[src/hdl/csf_pkg.sv]
`default_nettype none

package csf_pkg;

  localparam int MAX_ROWS    = 64;
  localparam int MAX_COLS    = 64;
  localparam int CELL_COUNT  = MAX_ROWS * MAX_COLS;
  localparam int ADDR_W      = (CELL_COUNT > 1) ? $clog2(CELL_COUNT) : 1;
  localparam int RCNT_W      = $clog2(MAX_ROWS + 1);
  localparam int CCNT_W      = $clog2(MAX_COLS + 1);
  localparam int DELTA_W     = 11;
  localparam int QUEUE_DEPTH = 2;
  localparam int PADDR_W     = 3;

  localparam logic [7:0] CELL_BLANK = 8'd46;

  localparam logic REG_ROWS = 1'b0;
  localparam logic REG_COLS = 1'b1;

  localparam logic [2:0] OP_RECT     = 3'd0;
  localparam logic [2:0] OP_UP_TRI   = 3'd1;
  localparam logic [2:0] OP_DOWN_TRI = 3'd2;
  localparam logic [2:0] OP_DIAMOND  = 3'd3;
  localparam logic [2:0] OP_CLEAR    = 3'd4;
  localparam logic [2:0] OP_READ     = 3'd5;

  typedef enum logic [1:0] {
    KIND_NOP,
    KIND_FILL,
    KIND_CLEAR,
    KIND_READ
  } kind_t;

  typedef enum logic [1:0] {
    SHAPE_RECT,
    SHAPE_UP,
    SHAPE_DOWN,
    SHAPE_DIAMOND
  } shape_t;

  typedef struct packed {
    logic [RCNT_W-1:0] rows;
    logic [CCNT_W-1:0] cols;
  } dims_t;

  typedef struct packed {
    kind_t              kind;
    shape_t             shape;
    logic signed [7:0]  px;
    logic signed [7:0]  py;
    logic [6:0]         w;
    logic [6:0]         h;
    logic [7:0]         brush;
    logic [ADDR_W-1:0]  raddr;
    logic               rhit;
  } cmd_t;

endpackage

`default_nettype wire

[src/hdl/csf_queue.sv]
`default_nettype none

module csf_queue import csf_pkg::*; (
  input  logic clk,
  input  logic rst,
  input  logic push,
  input  cmd_t push_data,
  input  logic pop,
  output logic full,
  output logic valid,
  output cmd_t head
);

  localparam int PTR_W = (QUEUE_DEPTH > 1) ? $clog2(QUEUE_DEPTH) : 1;
  localparam int CNT_W = $clog2(QUEUE_DEPTH + 1);

  cmd_t             slots [QUEUE_DEPTH];
  logic [PTR_W-1:0] wr_ptr;
  logic [PTR_W-1:0] rd_ptr;
  logic [CNT_W-1:0] count;

  function automatic logic [PTR_W-1:0] bump(input logic [PTR_W-1:0] p);
    return (p == PTR_W'(QUEUE_DEPTH - 1)) ? '0 : p + 1'b1;
  endfunction

  assign full  = (count == CNT_W'(QUEUE_DEPTH));
  assign valid = (count != '0);
  assign head  = slots[rd_ptr];

  always_ff @(posedge clk) begin
    if (push) begin
      slots[wr_ptr] <= push_data;
    end
  end

  always_ff @(posedge clk) begin
    if (rst) begin
      wr_ptr <= '0;
      rd_ptr <= '0;
      count  <= '0;
    end else begin
      if (push) begin
        wr_ptr <= bump(wr_ptr);
      end
      if (pop) begin
        rd_ptr <= bump(rd_ptr);
      end
      case ({push, pop})
        2'b10:   count <= count + 1'b1;
        2'b01:   count <= count - 1'b1;
        default: count <= count;
      endcase
    end
  end

endmodule

`default_nettype wire

[config.mk]
export PLATFORM = sky130hd
export DESIGN_NAME = csf_queue
export DESIGN_NICKNAME = d
export VERILOG_FILES = /design/src/hdl/csf_pkg.sv /design/src/hdl/csf_queue.sv
export SDC_FILE = /design/constraint.sdc
export NUM_CORES = 1
export LEC_CHECK = 0
export ABC_AREA = 1
export BUFFER_PORTS_ARGS = -buffer_cell sky130_fd_sc_hd__clkbuf_2
export CAP_MARGIN = 0
export CORE_UTILIZATION = 25
export DETAILED_ROUTE_END_ITERATION = 16
export SLEW_MARGIN = 30
export SYNTH_ARGS = -nofsm -noshare
export SYNTH_HDL_FRONTEND = slang
export SYNTH_SLANG_ARGS = --single-unit
[constraint.sdc]
create_clock -name clk -period 6.36 [get_ports clk]
set_clock_uncertainty 0.2 [all_clocks]
set_input_delay 0.636 -clock clk [delete_from_list [all_inputs] [get_ports clk]]
set_output_delay 0.636 -clock clk [all_outputs]
set_load 0.01 [all_outputs]
* Word level (Yosys, flattened, before mapping)
Memories as Yosys holds them, arrays and structs flattened. A register that Yosys moved wholly into a read port is not among the register bits.
Index checks and enable logic that the tools add are counted.
** Storage, ports and cells
- Register bits :: 4
- RAM bits :: 110
- Input port bits :: 59
- Output and inout bits :: 57
- Logic and storage cells :: 20
- Memories :: 1
** Memory list
- slots :: depth 2, width 55, rd ports 1, clocked after Yosys merged registers in 1, write ports 1, RTL line csf_queue.sv:17 : cmd_t slots [QUEUE_DEPTH];
** Cells by class
- Add/sub/neg operators :: 4
- Eq/ne operators :: 3
- Multiplexer cells :: 7
- Reduce and logical (&&, ||, !) cells :: 2
** Operators with widths (count)
- 2-to-1 mux 1 bit :: 6
- == test 2 bit, second input constant :: 2
- case mux 2 bit (2 select lines) :: 1
- nonzero test 2 bit :: 2
- adder 1 bit, second input constant :: 2
- adder 2 x 1 -> 2 bit, second input constant :: 1
- == test 2 x 1 -> 1 bit, second input constant :: 1
- subtractor 2 x 1 -> 2 bit, second input constant :: 1

* Longest topological paths before layout
- Depth in word-level cells :: 4
- Mapped depth :: 7
- Gate-level depth less buffers :: 7

* Worst setup path before layout
No wires, ideal clock.
- Kind :: input -> register
- From :: input push
- To :: memory slots[0][0] (netlist bit) (enable)
- Setup time :: 469 ps
- Arrival time :: 3003 ps
- Required time :: 5691 ps
- Slack :: 2688 ps
- Stages on the path :: 2
- Path buffers :: 0
- Cell sequence :: inv_1 -> nor2_1
** On the way
- Longest elaborated chain between the ends :: 2
** RTL lines
- start: declaration :: RTL line csf_queue.sv:6 : input logic push,
- 2-to-1 mux 1 bit :: RTL line csf_queue.sv:31 : if (push) begin
- 2-to-1 mux 1 bit (not written as such) :: RTL line csf_queue.sv:32 : slots[wr_ptr] <= push_data;
- end: declaration :: RTL line csf_queue.sv:17
No other way between the ends.

==> results by group <==
Clock tree
  • Post-CTS resize count: 0
  • Worst skew pair latency: 390 ps
  • Max Buffers Root-to-Sink: 2
  • Clock Sinks: 115
  • TritonCTS clock tree: built
  • Post-CTS Setup Inserts: 0
  • H-tree depth: 4
  • Hold bufs inserted after CTS: 0
  • CTS Buf Count: 17
  • Reg clk slew, reported paths: 50 ps
  • CTS root buf: clkbuf_16

STA
  • F_max: 0.374 GHz
  • Hold WS: about 220 ps
  • Hold Vio Cnt, Final: 0
  • Tcrit/Tclk final: 42.0%
  • Final setup viols: 0
  • RSZ-0062 raised after global routing: no
  • Tmin final: 2670 ps
  • Setup ws final: ~3700 ps
  • Slew margin rel.: 47.5%
  • Final Max Slew Viols: 0
  • Slew @ Worst Pin: 787 ps
  • TNS Setup: 0 ps

Route
  • WL final: 7.99 mm
  • WL/cell: 13.9 µm
  • Drt first pass iters: 4
  • Via Count: around 2300
  • Vias/cell: 3.94
  • DR DRC count: 0
  • Starting DRT DRC Count: 67
  • Antenna Nets Post-Route: 0

Synthesis
  • Synth Cell Area: 4450 µm²
  • Synth cell types: 15
  • Synth top area cells: edfxtp_1, mux2_4, buf_12, dfxtp_1, mux2_2
  • Syn Inst Count: between 200 and 250
  • Register bit count reported by yosys: about 120
  • Top-area cell type share of the netlist area: 74.3%
  • Yosys top cell by area: edfxtp_1
  • Syn nets: roughly 260
  • Avg Cell Area, Syn: 21.8 µm²
  • YS warnings: 0
  • Sequential share of the synthesized area: 76.5%

Worst setup path
  • Reg2Reg Setup Slack: 4330 ps
  • CP cell instances: buf_16, mux2_2, clkbuf_2
  • Crit end category: output port
  • Worst Path Required: 5520 ps
  • Critical path type: reg2out
  • Largest stage delay on the critical path: 610 ps
  • Critical Path AT: around 1800 ps
  • Worst setup SP type: register
  • Slowest-stage cell, CP: dfxtp_4
  • Worst Path Max Fanout: 35

Job
  • Max-cap check violation count: 0

Finish
  • Fraction of layout cells with a size suffix above 1: between 50% and 60%
  • Antenna diode count: 0
  • Fin cells: roughly 570
  • Final net count: 395
  • Fill cells: 1699
  • Post-layout util: 33.4%
  • Syn-to-layout area delta: 30.4%

Power and ir drop
  • Pwr Density: 338 nW/µm²
  • VDD IR max: 0.152 mV
  • Leakage: 2.32 nW

Placement
  • Placer congestion estimate: 0.637
  • Port buffer count: roughly 120
  • Place WS: around 3900 ps
  • HPWL after DPL: 5.26 mm
  • Placed cell count: 541

GRT
  • Vias in the first global route: 2427
  • Total gr overflow: 0
  • First-pass GRT wire length: 12.3 mm
  • Initial antenna violation count: 0
  • Largest net degree at the start of global routing: 56
  • GRT Overall Usage: 9.33%

Die
  • DIE HEIGHT: 135 µm
  • Core area: 17400 µm²
  • Die width: 135 µm
  • Initial core utilization: between 20% and 30%
  • Die ar.: 18300 µm²
  • Num rows: 48
  • Top Ports: between 100 and 150

Hold path
  • Worst hold-check path type: in2reg

Outcome
  • Status: finished clean
-- cells in the final DEF, fill, tap and decap left out --
cell type / n
clkinv_1: 4
mux2_4: 50
nand4_1: 1
dfxtp_4: 1
nand2_1: 6
nor3_1: 1
clkinv_4: 2
nor2_1: 8
buf_4: 2
clkinv_2: 5
inv_2: 1
dfxtp_1: 4
buf_16: 1
mux2_2: 5
o21ai_0: 1
a21oi_1: 1
clkbuf_1: 2
edfxtp_1: 110
clkbuf_2: 115
clkbuf_16: 17
bufinv_16: 2
inv_1: 6
nor2_4: 1
xnor2_1: 1
ha_1: 1
-- critical path, delay by kind of cell, from the launching register on --
kind     cells  cell delay [ps]
buf+inv      2              440
flops        1              610
mux          1              370
-- cell families (layout without fill, tap and decap cells) --
kind of cell	count (synthesis)	after routing	share of synthesized area, %
AOI/OAI and AO/OA	2	2	0.225
xor gates and xnor gates	1	1	0.197
adders and majority gates	1	1	0.281
buffers and inverters	13	157	3.10
DFF	115	115	76.5
muxes	55	55	18.1
and+or+nand+nor	17	17	1.52
-- metal layers --
| metal | global-route usage (%) | wire length [µm] | up-vias |
|---|---|---|---|
| li1 | - | - | 1049 |
| met1 | 9.69 | 3220 | 1132 |
| met2 | 16.1 | 4220 | 65 |
| met3 | 3.59 | 419 | 9 |
| met4 | 5.24 | 133 | 0 |
| met5 | 0 | 0 | - |
-- sequential cells by signal (all words and copies together), names as in the netlist, named ones only --
name and flops:
rd_ptr 1, slots 110, wr_ptr 1, count 2
-- worst paths after layout --
check / startpoint / endpoint / cells after the start
worst max-delay path: register / head[42] / 3
worst min-delay path: push_data[5] / slots[0][5] / 1
worst max register to register: wr_ptr / slots[1][29] / 3
worst min register to register: rd_ptr / rd_ptr / 2
-- Yosys cell counts --
cell type,count
o21ai_0,1
inv_1,7
nor2_1,9
nand2_1,6
mux2_4,50
edfxtp_1,110
nand4_1,1
mux2_2,5
a21oi_1,1
xnor2_1,1
ha_1,1
buf_12,5
nor3_1,1
buf_6,1
dfxtp_1,5
-- layout make-up --
class	instances	area (µm²)	area share (%)
repair buffers	118	618	10.7
inverters	7	26.3	0.453
flip-flops and latches	115	3410	58.8
clock inverters	13	118	2.03
multi-input cells	76	913	15.8
clock buffers	19	433	7.47
well taps	225	282	4.86
-- power by group --
group          leakage [nW]  internal (mW)  switching (mW)
clock network         0.274          0.567           0.307
logic                 0.976          0.101          0.0897
registers              1.07          0.878          0.0181
-- metrics by stage --
| step | area [µm²] | power [mW] |
|---|---|---|
| 4_1_cts | 5800 | 2.00 |
| 5_1_grt | 5800 | 2.04 |
| 3_5_place_dp | 5250 | 1.11 |
| 3_3_place_gp | 5220 | 1.10 |
| 2_1_floorplan | 4450 | 1.04 |
| 6_report | 5800 | 1.96 |
(Power assumes the default switching activity.)
