## src/hdl/csf_pkg.sv

```systemverilog
`default_nettype none

package csf_pkg;

  localparam int MAX_ROWS    = 64;
  localparam int MAX_COLS    = 64;
  localparam int CELL_COUNT  = MAX_ROWS * MAX_COLS;
  localparam int ADDR_W      = (CELL_COUNT > 1) ? $clog2(CELL_COUNT) : 1;
  localparam int RCNT_W      = $clog2(MAX_ROWS + 1);
  localparam int CCNT_W      = $clog2(MAX_COLS + 1);
  localparam int DELTA_W     = 11;
  localparam int QUEUE_DEPTH = 2;
  localparam int PADDR_W     = 3;

  localparam logic [7:0] CELL_BLANK = 8'd46;

  localparam logic REG_ROWS = 1'b0;
  localparam logic REG_COLS = 1'b1;

  localparam logic [2:0] OP_RECT     = 3'd0;
  localparam logic [2:0] OP_UP_TRI   = 3'd1;
  localparam logic [2:0] OP_DOWN_TRI = 3'd2;
  localparam logic [2:0] OP_DIAMOND  = 3'd3;
  localparam logic [2:0] OP_CLEAR    = 3'd4;
  localparam logic [2:0] OP_READ     = 3'd5;

  typedef enum logic [1:0] {
    KIND_NOP,
    KIND_FILL,
    KIND_CLEAR,
    KIND_READ
  } kind_t;

  typedef enum logic [1:0] {
    SHAPE_RECT,
    SHAPE_UP,
    SHAPE_DOWN,
    SHAPE_DIAMOND
  } shape_t;

  typedef struct packed {
    logic [RCNT_W-1:0] rows;
    logic [CCNT_W-1:0] cols;
  } dims_t;

  typedef struct packed {
    kind_t              kind;
    shape_t             shape;
    logic signed [7:0]  px;
    logic signed [7:0]  py;
    logic [6:0]         w;
    logic [6:0]         h;
    logic [7:0]         brush;
    logic [ADDR_W-1:0]  raddr;
    logic               rhit;
  } cmd_t;

endpackage

`default_nettype wire

```

## src/hdl/csf_front.sv

```systemverilog
`default_nettype none

module csf_front import csf_pkg::*; (
  input  logic              in_valid,
  output logic              in_stall,
  input  logic [2:0]        opcode,
  input  logic signed [7:0] pos_x,
  input  logic signed [7:0] pos_y,
  input  logic [6:0]        extent_w,
  input  logic [6:0]        extent_h,
  input  logic [7:0]        brush,
  input  dims_t             dims,
  input  logic              q_full,
  input  logic              init_busy,
  output logic              push,
  output cmd_t              cmd
);

  localparam int CALC_W = ADDR_W + 9;

  logic              dims_empty;
  logic              x_in;
  logic              y_in;
  logic [CALC_W-1:0] addr_full;

  assign in_stall = q_full || init_busy;
  assign push     = in_valid && !in_stall;

  always_comb begin
    dims_empty = (dims.rows == '0) || (dims.cols == '0);
    x_in       = (pos_x >= 0) && (int'(pos_x) < int'(dims.cols));
    y_in       = (pos_y >= 0) && (int'(pos_y) < int'(dims.rows));
    addr_full  = CALC_W'($unsigned(pos_y)) * CALC_W'(MAX_COLS) + CALC_W'($unsigned(pos_x));

    cmd.px    = pos_x;
    cmd.py    = pos_y;
    cmd.w     = extent_w;
    cmd.h     = extent_h;
    cmd.brush = brush;
    cmd.raddr = addr_full[ADDR_W-1:0];
    cmd.rhit  = x_in && y_in;
    cmd.shape = SHAPE_RECT;
    cmd.kind  = KIND_NOP;

    unique case (opcode) inside
      OP_RECT: begin
        cmd.shape = SHAPE_RECT;
        cmd.kind  = (extent_w == '0 || extent_h == '0 || dims_empty) ? KIND_NOP : KIND_FILL;
      end
      OP_UP_TRI, OP_DOWN_TRI: begin
        cmd.shape = (opcode == OP_UP_TRI) ? SHAPE_UP : SHAPE_DOWN;
        cmd.kind  = (extent_h == '0 || dims_empty) ? KIND_NOP : KIND_FILL;
      end
      OP_DIAMOND: begin
        cmd.shape = SHAPE_DIAMOND;
        cmd.kind  = dims_empty ? KIND_NOP : KIND_FILL;
      end
      OP_CLEAR: begin
        cmd.kind = KIND_CLEAR;
      end
      OP_READ: begin
        cmd.kind = KIND_READ;
      end
      default: begin
        cmd.kind = KIND_NOP;
      end
    endcase
  end

endmodule

`default_nettype wire

```

## config.mk

```make
export PLATFORM = sky130hd
export DESIGN_NAME = csf_front
export DESIGN_NICKNAME = d
export VERILOG_FILES = /design/src/hdl/csf_pkg.sv /design/src/hdl/csf_front.sv
export SDC_FILE = /design/constraint.sdc
export NUM_CORES = 1
export LEC_CHECK = 0
export ABC_AREA = 1
export ABC_CLOCK_PERIOD_IN_PS = 1200
export BUFFER_PORTS_ARGS = -buffer_cell sky130_fd_sc_hd__buf_2
export CAP_MARGIN = 25
export CORE_MARGIN = 2
export CORE_UTILIZATION = 35
export DETAILED_ROUTE_END_ITERATION = 10
export MAX_ROUTING_LAYER = met4
export PLACE_DENSITY = 0.84
export REMOVE_ABC_BUFFERS = 1
export SYNTH_ARGS = -nofsm -noshare
export SYNTH_HDL_FRONTEND = slang
export SYNTH_SLANG_ARGS = --single-unit
```

## constraint.sdc

```tcl
create_clock -name vclk -period 1.2
set_input_delay 0.12 -clock vclk [all_inputs]
set_output_delay 0.12 -clock vclk [all_outputs]
set_load 0.01 [all_outputs]
```

Word-level counts from Yosys, hierarchy flattened
Index checks and enable logic that the tools add are counted.
{ "word_totals": {"out_inout_bits": 57, "reg_bits": 0, "in_bits": 58} }
{ "op_classes": {"magnitude_cmp": 4, "n_mux": 6, "add_sub_neg": 1, "n_reduce_logical": 16, "n_eq_ne": 5} }
{ "op_table": {"columns": ["operator", "n"], "rows": [
  ["7-bit logical NOT", 4],
  ["8-bit by 1-bit greater-or-equal comparator with 1-bit output (second input constant)", 2],
  ["8-bit < comparator", 2],
  ["12-bit by 8-bit adder with 12-bit output", 1],
  ["2-bit case mux with 5 select lines", 1],
  ["3-bit by 2-bit equality test with 1-bit output (second input constant)", 2],
  ["3-bit equality test (second input constant)", 2],
  ["1-bit logical OR", 5],
  ["1-bit logical AND", 4],
  ["2-bit case mux with 2 select lines", 1],
  ["3-bit by 1-bit equality test with 1-bit output (second input constant)", 1],
  ["3-bit logical NOT", 1],
  ["1-bit two-way mux", 3],
  ["2-bit two-way mux", 1],
  ["2-bit OR reduction", 1],
  ["1-bit logical NOT", 1]
]} }

Depth between registers and ports, before layout
Gate-level depths: netlist of run 1.
{ "depth": {"word_depth": 5, "mapped_depth": 9, "mapped_depth_nobuf": 9} }

Worst setup path before layout of run 1
Ideal clock, no wire load.
{ "synth_timing": {"path_kind": "input port to output port", "start": "input pos_x[6]", "end": "output cmd[11] in the netlist's numbering", "setup_slack_ns": 0.014, "path_stages": 5, "arrival_time_ns": 1.066, "path_buffers": 0, "cell_sequence": "ha_1 -> inv_1 -> fa_1 -> nor2_1 -> xor2_1"} }
{ "synth_lines": {"columns": ["item", "line", "source"], "rows": [
  ["from (decl)", "csf_front.sv:7", "input logic signed [7:0] pos_x,"],
  ["to (decl)", "csf_front.sv:16", "output cmd_t cmd"]
]} }

==> run_results.csv, run 1 <==
group,metric,value,unit
yosys,synth-compound-area-share,0.0408,
power,power.total,0.524,mW
timing,setup_slack,-0.0298,ns
drt,drtIter0Drc,18,
cells_and_area,nets,307,
yosys,netlist_area,981,µm²
yosys,avgSynthCellArea,5.87,µm²
cells_and_area,drive_gt1_frac,0.560,
worst_setup_path,max_stage_delay,0.35,ns
drt,via_count,1103,
yosys,synth_xor_area_frac,0.0357,
cells_and_area,syn2layout_area_growth,48.6,%
yosys,synth_mux_area_frac,0,
placement,placed_area,1250,µm²
placement,io_buffer_count,99,
placement,place_congestion,0.725,
cells_and_area,final_core_util,0.538,
flow_run,cap_violations,0,
worst_setup_path,cp.arrival,1.11,ns
cells_and_area,regArea,0,µm²
worst_setup_path,crit_family,"adder cells",
global_routing,grt_pass1_wl,3.82,mm
cells_and_area,n_antenna_cell,0,
yosys,synthAdderAreaFrac,0.199,
drt,drt_first_pass_iters,4,
drt,antenna_left,0,
yosys,synth_cell_types,15,
clock_network,cts_hold_buf,0,
cells_and_area,num-clock-buffers,0,
global_routing,gr-total-overflow,0,
power,max-vdd-ir-drop,0.246,mV
timing,rsz0062_at_grt,"yes",
min_path,hp-class,"primary input to output pin",
global_routing,grt_max_degree,6,
worst_setup_path,critPathRequiredTime,1.08,ns
worst_setup_path,path_max_fanout,2,
placement,dp.cells,262,
global_routing,grt_pass1_vias,980,
cells_and_area,n_sequential_cell,0,
worst_setup_path,crit_path_start_kind,"primary input",
floorplanning,die_h,56.9,µm
timing,hold_viol,0,
timing,slew_headroom,0.887,
floorplanning,coreArea,2710,µm²
power,p_leak,0.902,nW
worst_setup_path,worstPathCellList,"buf_8 > ha_4 > inv_2 > fa_2 > buf_6 > xnor2_2 > buf_2",
timing,min_period_over_period,1.02,
yosys,ys_seq_area_frac,0,
outcome,status,"finished, violations left",
drt,post-route-drc-count,0,
timing,finalMaxSlewViolations,0,
worst_setup_path,path_class,"primary input to output pin",
cells_and_area,final_area,1460,µm²
yosys,synth_top_area_cell,"buf_4",
yosys,ys_warn_count,0,
drt,wire_per_inst,9.91,µm
yosys,syn_inst,167,
placement,place_ws,-0.163,ns
yosys,synthSimpleGateAreaFrac,0.265,
floorplanning,ioPinCount,115,
worst_setup_path,endpoint_kind,"output pin",
timing,layout_min_cycle_time,1.23,ns
global_routing,track_usage,0.140,
timing,max_freq,813,MHz
floorplanning,num_rows,19,
global_routing,antenna_found_initial,0,
worst_setup_path,crit_slowest_cell,"fa_2",
timing,worst_pin_slew,0.168,ns
drt,avgViaCountPerCell,4.19,
floorplanning,die_x,56.9,µm
yosys,synth_top_area_frac,0.337,
outcome,violations,"negative setup slack",
yosys,synth.area.top_cells,"buf_4 34%, ha_1 18%, inv_1 12%, nand2_1 12%, nor2_1 8.4%",
placement,hpwlAfterDp,2.16,mm
timing,whs,0.240,ns
cells_and_area,stdcell_count,263,
floorplanning,start_util,0.362,
power,power_density,360,nW/µm²
drt,routed_wl,2.61,mm
worst_setup_path,cp.buffers_inverters,4,
timing,setup_viol,2,
timing,fin_setup_tns,-0.0431,ns
yosys,synth_top_family_by_area,"buffers and inverters",
floorplanning,dieArea,3240,µm²
-- synthesized netlist by cell type --
| cell type | count |
|---|---|
| a21oi_1 | 8 |
| and2_1 | 1 |
| buf_4 | 44 |
| fa_1 | 1 |
| ha_1 | 14 |
| inv_1 | 32 |
| nand2_1 | 31 |
| nand3_1 | 4 |
| nand4_1 | 2 |
| nor2_1 | 22 |
| nor2_2 | 1 |
| nor3_1 | 2 |
| or2_2 | 1 |
| xnor2_1 | 2 |
| xor2_1 | 2 |
-- cell usage in the layout (no fill, tap or decap), types with 2 or more instances in the layout --
cell / instances
a21oi_1: 5
a21oi_2: 2
buf_2: 94
buf_4: 6
buf_6: 7
buf_8: 2
ha_1: 6
ha_4: 8
inv_1: 29
inv_2: 3
nand2_1: 31
nand3_1: 3
nand4_1: 2
nor2_1: 20
nor2_2: 2
nor3_1: 2
xor2_1: 2
-- power by group --
part / internal, mW / switching, mW / total, mW
Clock: 0 / 0 / 0
Sequential: 0 / 0 / 0
Combinational: 0.265 / 0.259 / 0.524
Total: 0.265 / 0.259 / 0.524
-- layer usage --
layer	GRT usage	vias to the layer above	routed length, µm
met1	0.163	462	1020
li1	-	592	-
met3	0.0272	0	189
met5	-	-	0
met4	0	0	0
met2	0.263	49	1400
-- cell type report --
class | count | area [µm²]
repair buffers | 109 | 624
well taps | 31 | 38.8
inverters | 32 | 120
fillers | 279 | 1250
multi-input cells | 91 | 674
-- cells by family after synthesis --
group / after synthesis
AO/OA/AOI/OAI: 8
XOR/XNOR: 4
adder cells (fa/ha/maj): 15
buffers and inverters: 76
AND/OR/NAND/NOR: 64
-- path summary, 6_finish.rpt --
check / from / end / slack [ns] / depth (start not counted)
worst max-delay path: pos_y[0] / cmd[9] / -0.03 / 7
worst min-delay path: brush[0] / cmd[13] / 0.24 / 0
-- what timing repair did --
item	in CTS	in global routing
pin swaps	16	16
buffers inserted	1	0
setup endpoints to repair	5	5
gates resized for setup	23	14
Note: power is estimated with default switching activity, not from simulation.
==> run 2: changes to the inputs <==
Settings changed: MAX_ROUTING_LAYER met4 to not set.
==> run_results.csv, run 2 (synthesis gave the netlist of run 1 again) <==
group,metric,value,unit
outcome,status,"finished, violations left",
outcome,violations,"negative setup slack",
drt,post-route-drc-count,0,
worst_setup_path,critPathRequiredTime,1.08,ns
timing,min_period_over_period,1.02,
min_path,whs_path_depth,0,
cells_and_area,num-clock-buffers,0,
power,p_leak,0.902,nW
worst_setup_path,max_stage_delay,0.35,ns
floorplanning,coreArea,2710,µm²
worst_setup_path,cp.depth,7,
worst_setup_path,endpoint_kind,"output pin",
placement,io_buffer_count,99,
drt,routed_wl,2.61,mm
power,max-vdd-ir-drop,0.246,mV
cells_and_area,regArea,0,µm²
timing,layout_min_cycle_time,1.23,ns
cells_and_area,nets,307,
worst_setup_path,worstPathCellList,"buf_8 > ha_4 > inv_2 > fa_2 > buf_6 > xnor2_2 > buf_2",
floorplanning,die_h,56.9,µm
worst_setup_path,path_max_fanout,2,
worst_setup_path,crit_slowest_cell,"fa_2",
floorplanning,ioPinCount,115,
floorplanning,dieArea,3240,µm²
global_routing,antenna_found_initial,0,
drt,via_count,1103,
global_routing,grt_pass1_vias,980,
cells_and_area,final_area,1460,µm²
timing,setup_viol,2,
worst_setup_path,crit_path_start_kind,"primary input",
drt,drtIter0Drc,20,
global_routing,gr-total-overflow,0,
placement,placed_area,1250,µm²
drt,avgViaCountPerCell,4.19,
placement,hpwlAfterDp,2.16,mm
global_routing,track_usage,0.136,
cells_and_area,n_antenna_cell,0,
timing,rsz0062_at_grt,"yes",
worst_setup_path,crit_family,"adder cells",
global_routing,grt_pass1_wl,3.82,mm
timing,worst_pin_slew,0.168,ns
worst_setup_path,cp.arrival,1.11,ns
floorplanning,num_rows,19,
timing,hold_viol,0,
floorplanning,die_x,56.9,µm
timing,max_freq,813,MHz
worst_setup_path,cp.buffers_inverters,4,
flow_run,cap_violations,0,
cells_and_area,final_cell_mix,"94 x buf_2, 31 x nand2_1, 29 x inv_1, 20 x nor2_1, 8 x ha_4",
cells_and_area,drive_gt1_frac,0.560,
drt,wire_per_inst,9.91,µm
power,power.total,0.524,mW
cells_and_area,layout_commonest_cell,"buf_2",
timing,finalMaxSlewViolations,0,
drt,antenna_left,0,
global_routing,grt_max_degree,6,
placement,place_congestion,0.717,
drt,drt_first_pass_iters,4,
floorplanning,start_util,0.362,
cells_and_area,n_sequential_cell,0,
cells_and_area,syn2layout_area_growth,48.6,%
power,power_density,360,nW/µm²
timing,setup_slack,-0.0298,ns
timing,slew_headroom,0.887,
min_path,hp-class,"primary input to output pin",
placement,place_ws,-0.163,ns
worst_setup_path,path_class,"primary input to output pin",
[run 2: cell counts in the layout (fill, tap and decap cells not counted)]
No cell type changed its count.
[run 2: routing by layer]
| layer | track usage | vias to the layer above | share of wire |
|---|---|---|---|
| met3 | 0.0272 | 0 | 0.073 |
| met2 | 0.263 | 49 | 0.54 |
| met4 | 0 | 0 | 0 |
| met5 | 0 | - | 0 |
| met1 | 0.163 | 462 | 0.39 |
| li1 | - | 592 | - |
[run 2: path summary, 6_finish.rpt]
kind | start | endpoint | slack [ns]
worst max-delay path | pos_y[0] | cmd[9] | -0.03
worst min-delay path | brush[0] | cmd[13] | 0.24
[run 2: what timing repair did]
item	4_1_cts	5_1_grt
gates resized for setup	23	14
pin swaps	16	16
hold buffers	0	0
buffers inserted	1	0
endpoints found under the hold margin	0	0
endpoints found under the setup margin	5	5
[run 2: through the flow]
stage	hold WS, ns	instances	utilization	TNS, ns
floorplan	0.240	123	-	0
global placement	0.240	262	0.462	-0.507
detailed placement	0.240	262	0.462	-0.489
CTS	0.240	263	0.505	-0.155
global route	0.240	263	0.538	-0.280
finish	0.240	263	0.538	-0.0430
[run 2: final cells by class]
type | count | area [µm²]
fillers | 279 | 1250
repair buffers | 109 | 624
multi-input cells | 91 | 674
well taps | 31 | 38.8
inverters | 32 | 120
[run 2: power breakdown]
| part | leakage [nW] | switching (mW) | total [mW] | internal, mW |
|---|---|---|---|---|
| Combinational | 0.902 | 0.259 | 0.524 | 0.265 |
| Sequential | 0 | 0 | 0 | 0 |
| Clock | 0 | 0 | 0 | 0 |
==> run 3: changes to the inputs <==
Settings changed: ABC_AREA 1 to not set, CORE_UTILIZATION 35 to 34, PLACE_DENSITY 0.84 to 0.85, SLEW_MARGIN set to 20.
==> run_results.csv, run 3 <==
group,metric,value,unit
drt,post-route-drc-count,0,
worst_setup_path,crit_path_start_kind,"primary input",
drt,wl_met3,238,µm
drt,drt-met1-wl,974,µm
global_routing,grt_max_degree,6,
min_path,hp-class,"primary input to output pin",
floorplanning,die_h,55.2,µm
global_routing,gr-total-overflow,0,
yosys,synth_top_area_cell,"buf_4",
floorplanning,start_util,0.360,
yosys,synth_common_cells,"44 x buf_4, 19 x inv_1, 14 x ha_1",
yosys,synth_top_area_frac,0.371,
outcome,status,"finished, violations left",
drt,antenna_left,0,
placement,io_buffer_count,99,
global_routing,track_usage,0.150,
cells_and_area,layout_commonest_cell,"buf_2",
timing,finalMaxSlewViolations,0,
cells_and_area,drive_gt1_frac,0.713,
cells_and_area,nets,270,
timing,rsz0062_at_grt,"yes",
clock_network,cts_hold_buf,0,
worst_setup_path,cp.arrival,1.34,ns
timing,setup_viol,5,
drt,routed_wl,2.80,mm
timing,setup_slack,-0.259,ns
drt,dr.max_layer_used,"met4",
worst_setup_path,path_class,"primary input to output pin",
timing,fin_setup_tns,-0.503,ns
yosys,synth.area.top_cells,"buf_4 37%, ha_1 20%, inv_1 8.0%, nor4_1 3.5%, xor2_1 2.9%",
placement,place_congestion,0.719,
drt,avgViaCountPerCell,4.72,
power,power.total,0.531,mW
cells_and_area,n_sequential_cell,0,
global_routing,antenna_found_initial,0,
timing,slew_headroom,0.782,
timing,min_period_over_period,1.22,
outcome,violations,"negative setup slack",
floorplanning,dieArea,3050,µm²
drt,wl_met2,1.55,mm
power,max-vdd-ir-drop,0.216,mV
flow_run,cap_violations,0,
power,p_leak,0.825,nW
timing,layout_min_cycle_time,1.46,ns
timing,whs,0.240,ns
global_routing,grt_pass1_wl,3.44,mm
drt,via_count,1063,
floorplanning,num_rows,18,
clock_network,post_cts_buffers,0,
floorplanning,die_x,55.2,µm
worst_setup_path,critPathRequiredTime,1.08,ns
yosys,synthMostInstantiatedCell,"buf_4",
yosys,netlist_area,891,µm²
worst_setup_path,path_max_fanout,3,
yosys,synth_cell_types,28,
timing,max_freq,685,MHz
timing,worst_pin_slew,0.327,ns
cells_and_area,regArea,0,µm²
drt,wire_per_inst,12.5,µm
worst_setup_path,endpoint_kind,"output pin",
cells_and_area,final_cell_mix,"89 x buf_2, 18 x buf_4, 16 x inv_1, 10 x ha_1, 8 x buf_6",
global_routing,grt_pass1_vias,881,
power,power_density,375,nW/µm²
timing,hold_viol,0,
placement,place_ws,-0.370,ns
placement,hpwlAfterDp,2.30,mm
floorplanning,ioPinCount,115,
yosys,avgSynthCellArea,7.30,µm²
floorplanning,coreArea,2480,µm²
cells_and_area,n_antenna_cell,0,
yosys,ys_warn_count,0,
yosys,ys_seq_area_frac,0,
yosys,syn_inst,122,
cells_and_area,num-clock-buffers,0,
drt,drt_first_pass_iters,4,
cells_and_area,syn2layout_area_growth,59.0,%
drt,drtIter0Drc,8,
## run 3: cell type report
cell class / instances / area [µm²]
timing repair buffer: 117 / 701
fill: 255 / 1060
tap: 30 / 37.5
multi-input combinational: 59 / 604
inverter: 19 / 73.8
## run 3: cell families after synthesis
kind of cell | Yosys count | synth area share
AOI/OAI and AO/OA | 13 | 0.122
buffers and inverters | 63 | 0.451
adders and majority gates | 15 | 0.219
and+or+nand+nor | 27 | 0.169
xor gates and xnor gates | 4 | 0.0393
## run 3: routing by layer
| layer | global-route usage | vias up |
|---|---|---|
| met2 | 0.298 | 64 |
| met4 | 0.0203 | 0 |
| li1 | - | 516 |
| met1 | 0.161 | 479 |
| met5 | 0 | - |
| met3 | 0.0349 | 4 |
## run 3: what timing repair did
action	in CTS	in global routing
pin swaps	6	14
gates resized for setup	19	22
endpoints found under the setup margin	7	7
hold endpoints to repair	0	0
## run 3: final timing paths
check	from	end	slack, ns	cells past startpoint
setup / recovery	pos_x[6]	cmd[0]	-0.26	6
hold / removal	brush[0]	cmd[13]	0.24	0
## run 3: critical path: stages
cell and delay, ns:
buf_8 0.11, ha_4 0.14, or4_4 0.47, a221oi_2 0.19
o311a_1 0.19, buf_2 0.13
## run 3: through the flow
| step | cells | area [µm²] | utilization |
|---|---|---|---|
| detailed placement | 225 | 1230 | 0.496 |
| floorplan | 78 | 561 | - |
| global route | 225 | 1420 | 0.572 |
| finish | 225 | 1420 | 0.572 |
| global placement | 225 | 1230 | 0.496 |
| CTS | 225 | 1320 | 0.531 |
## run 3: where the power goes
group	total, mW	switching [mW]	internal (mW)
combinational	0.531	0.249	0.282
clock	0	0	0
sequential	0	0	0
total	0.531	0.249	0.282
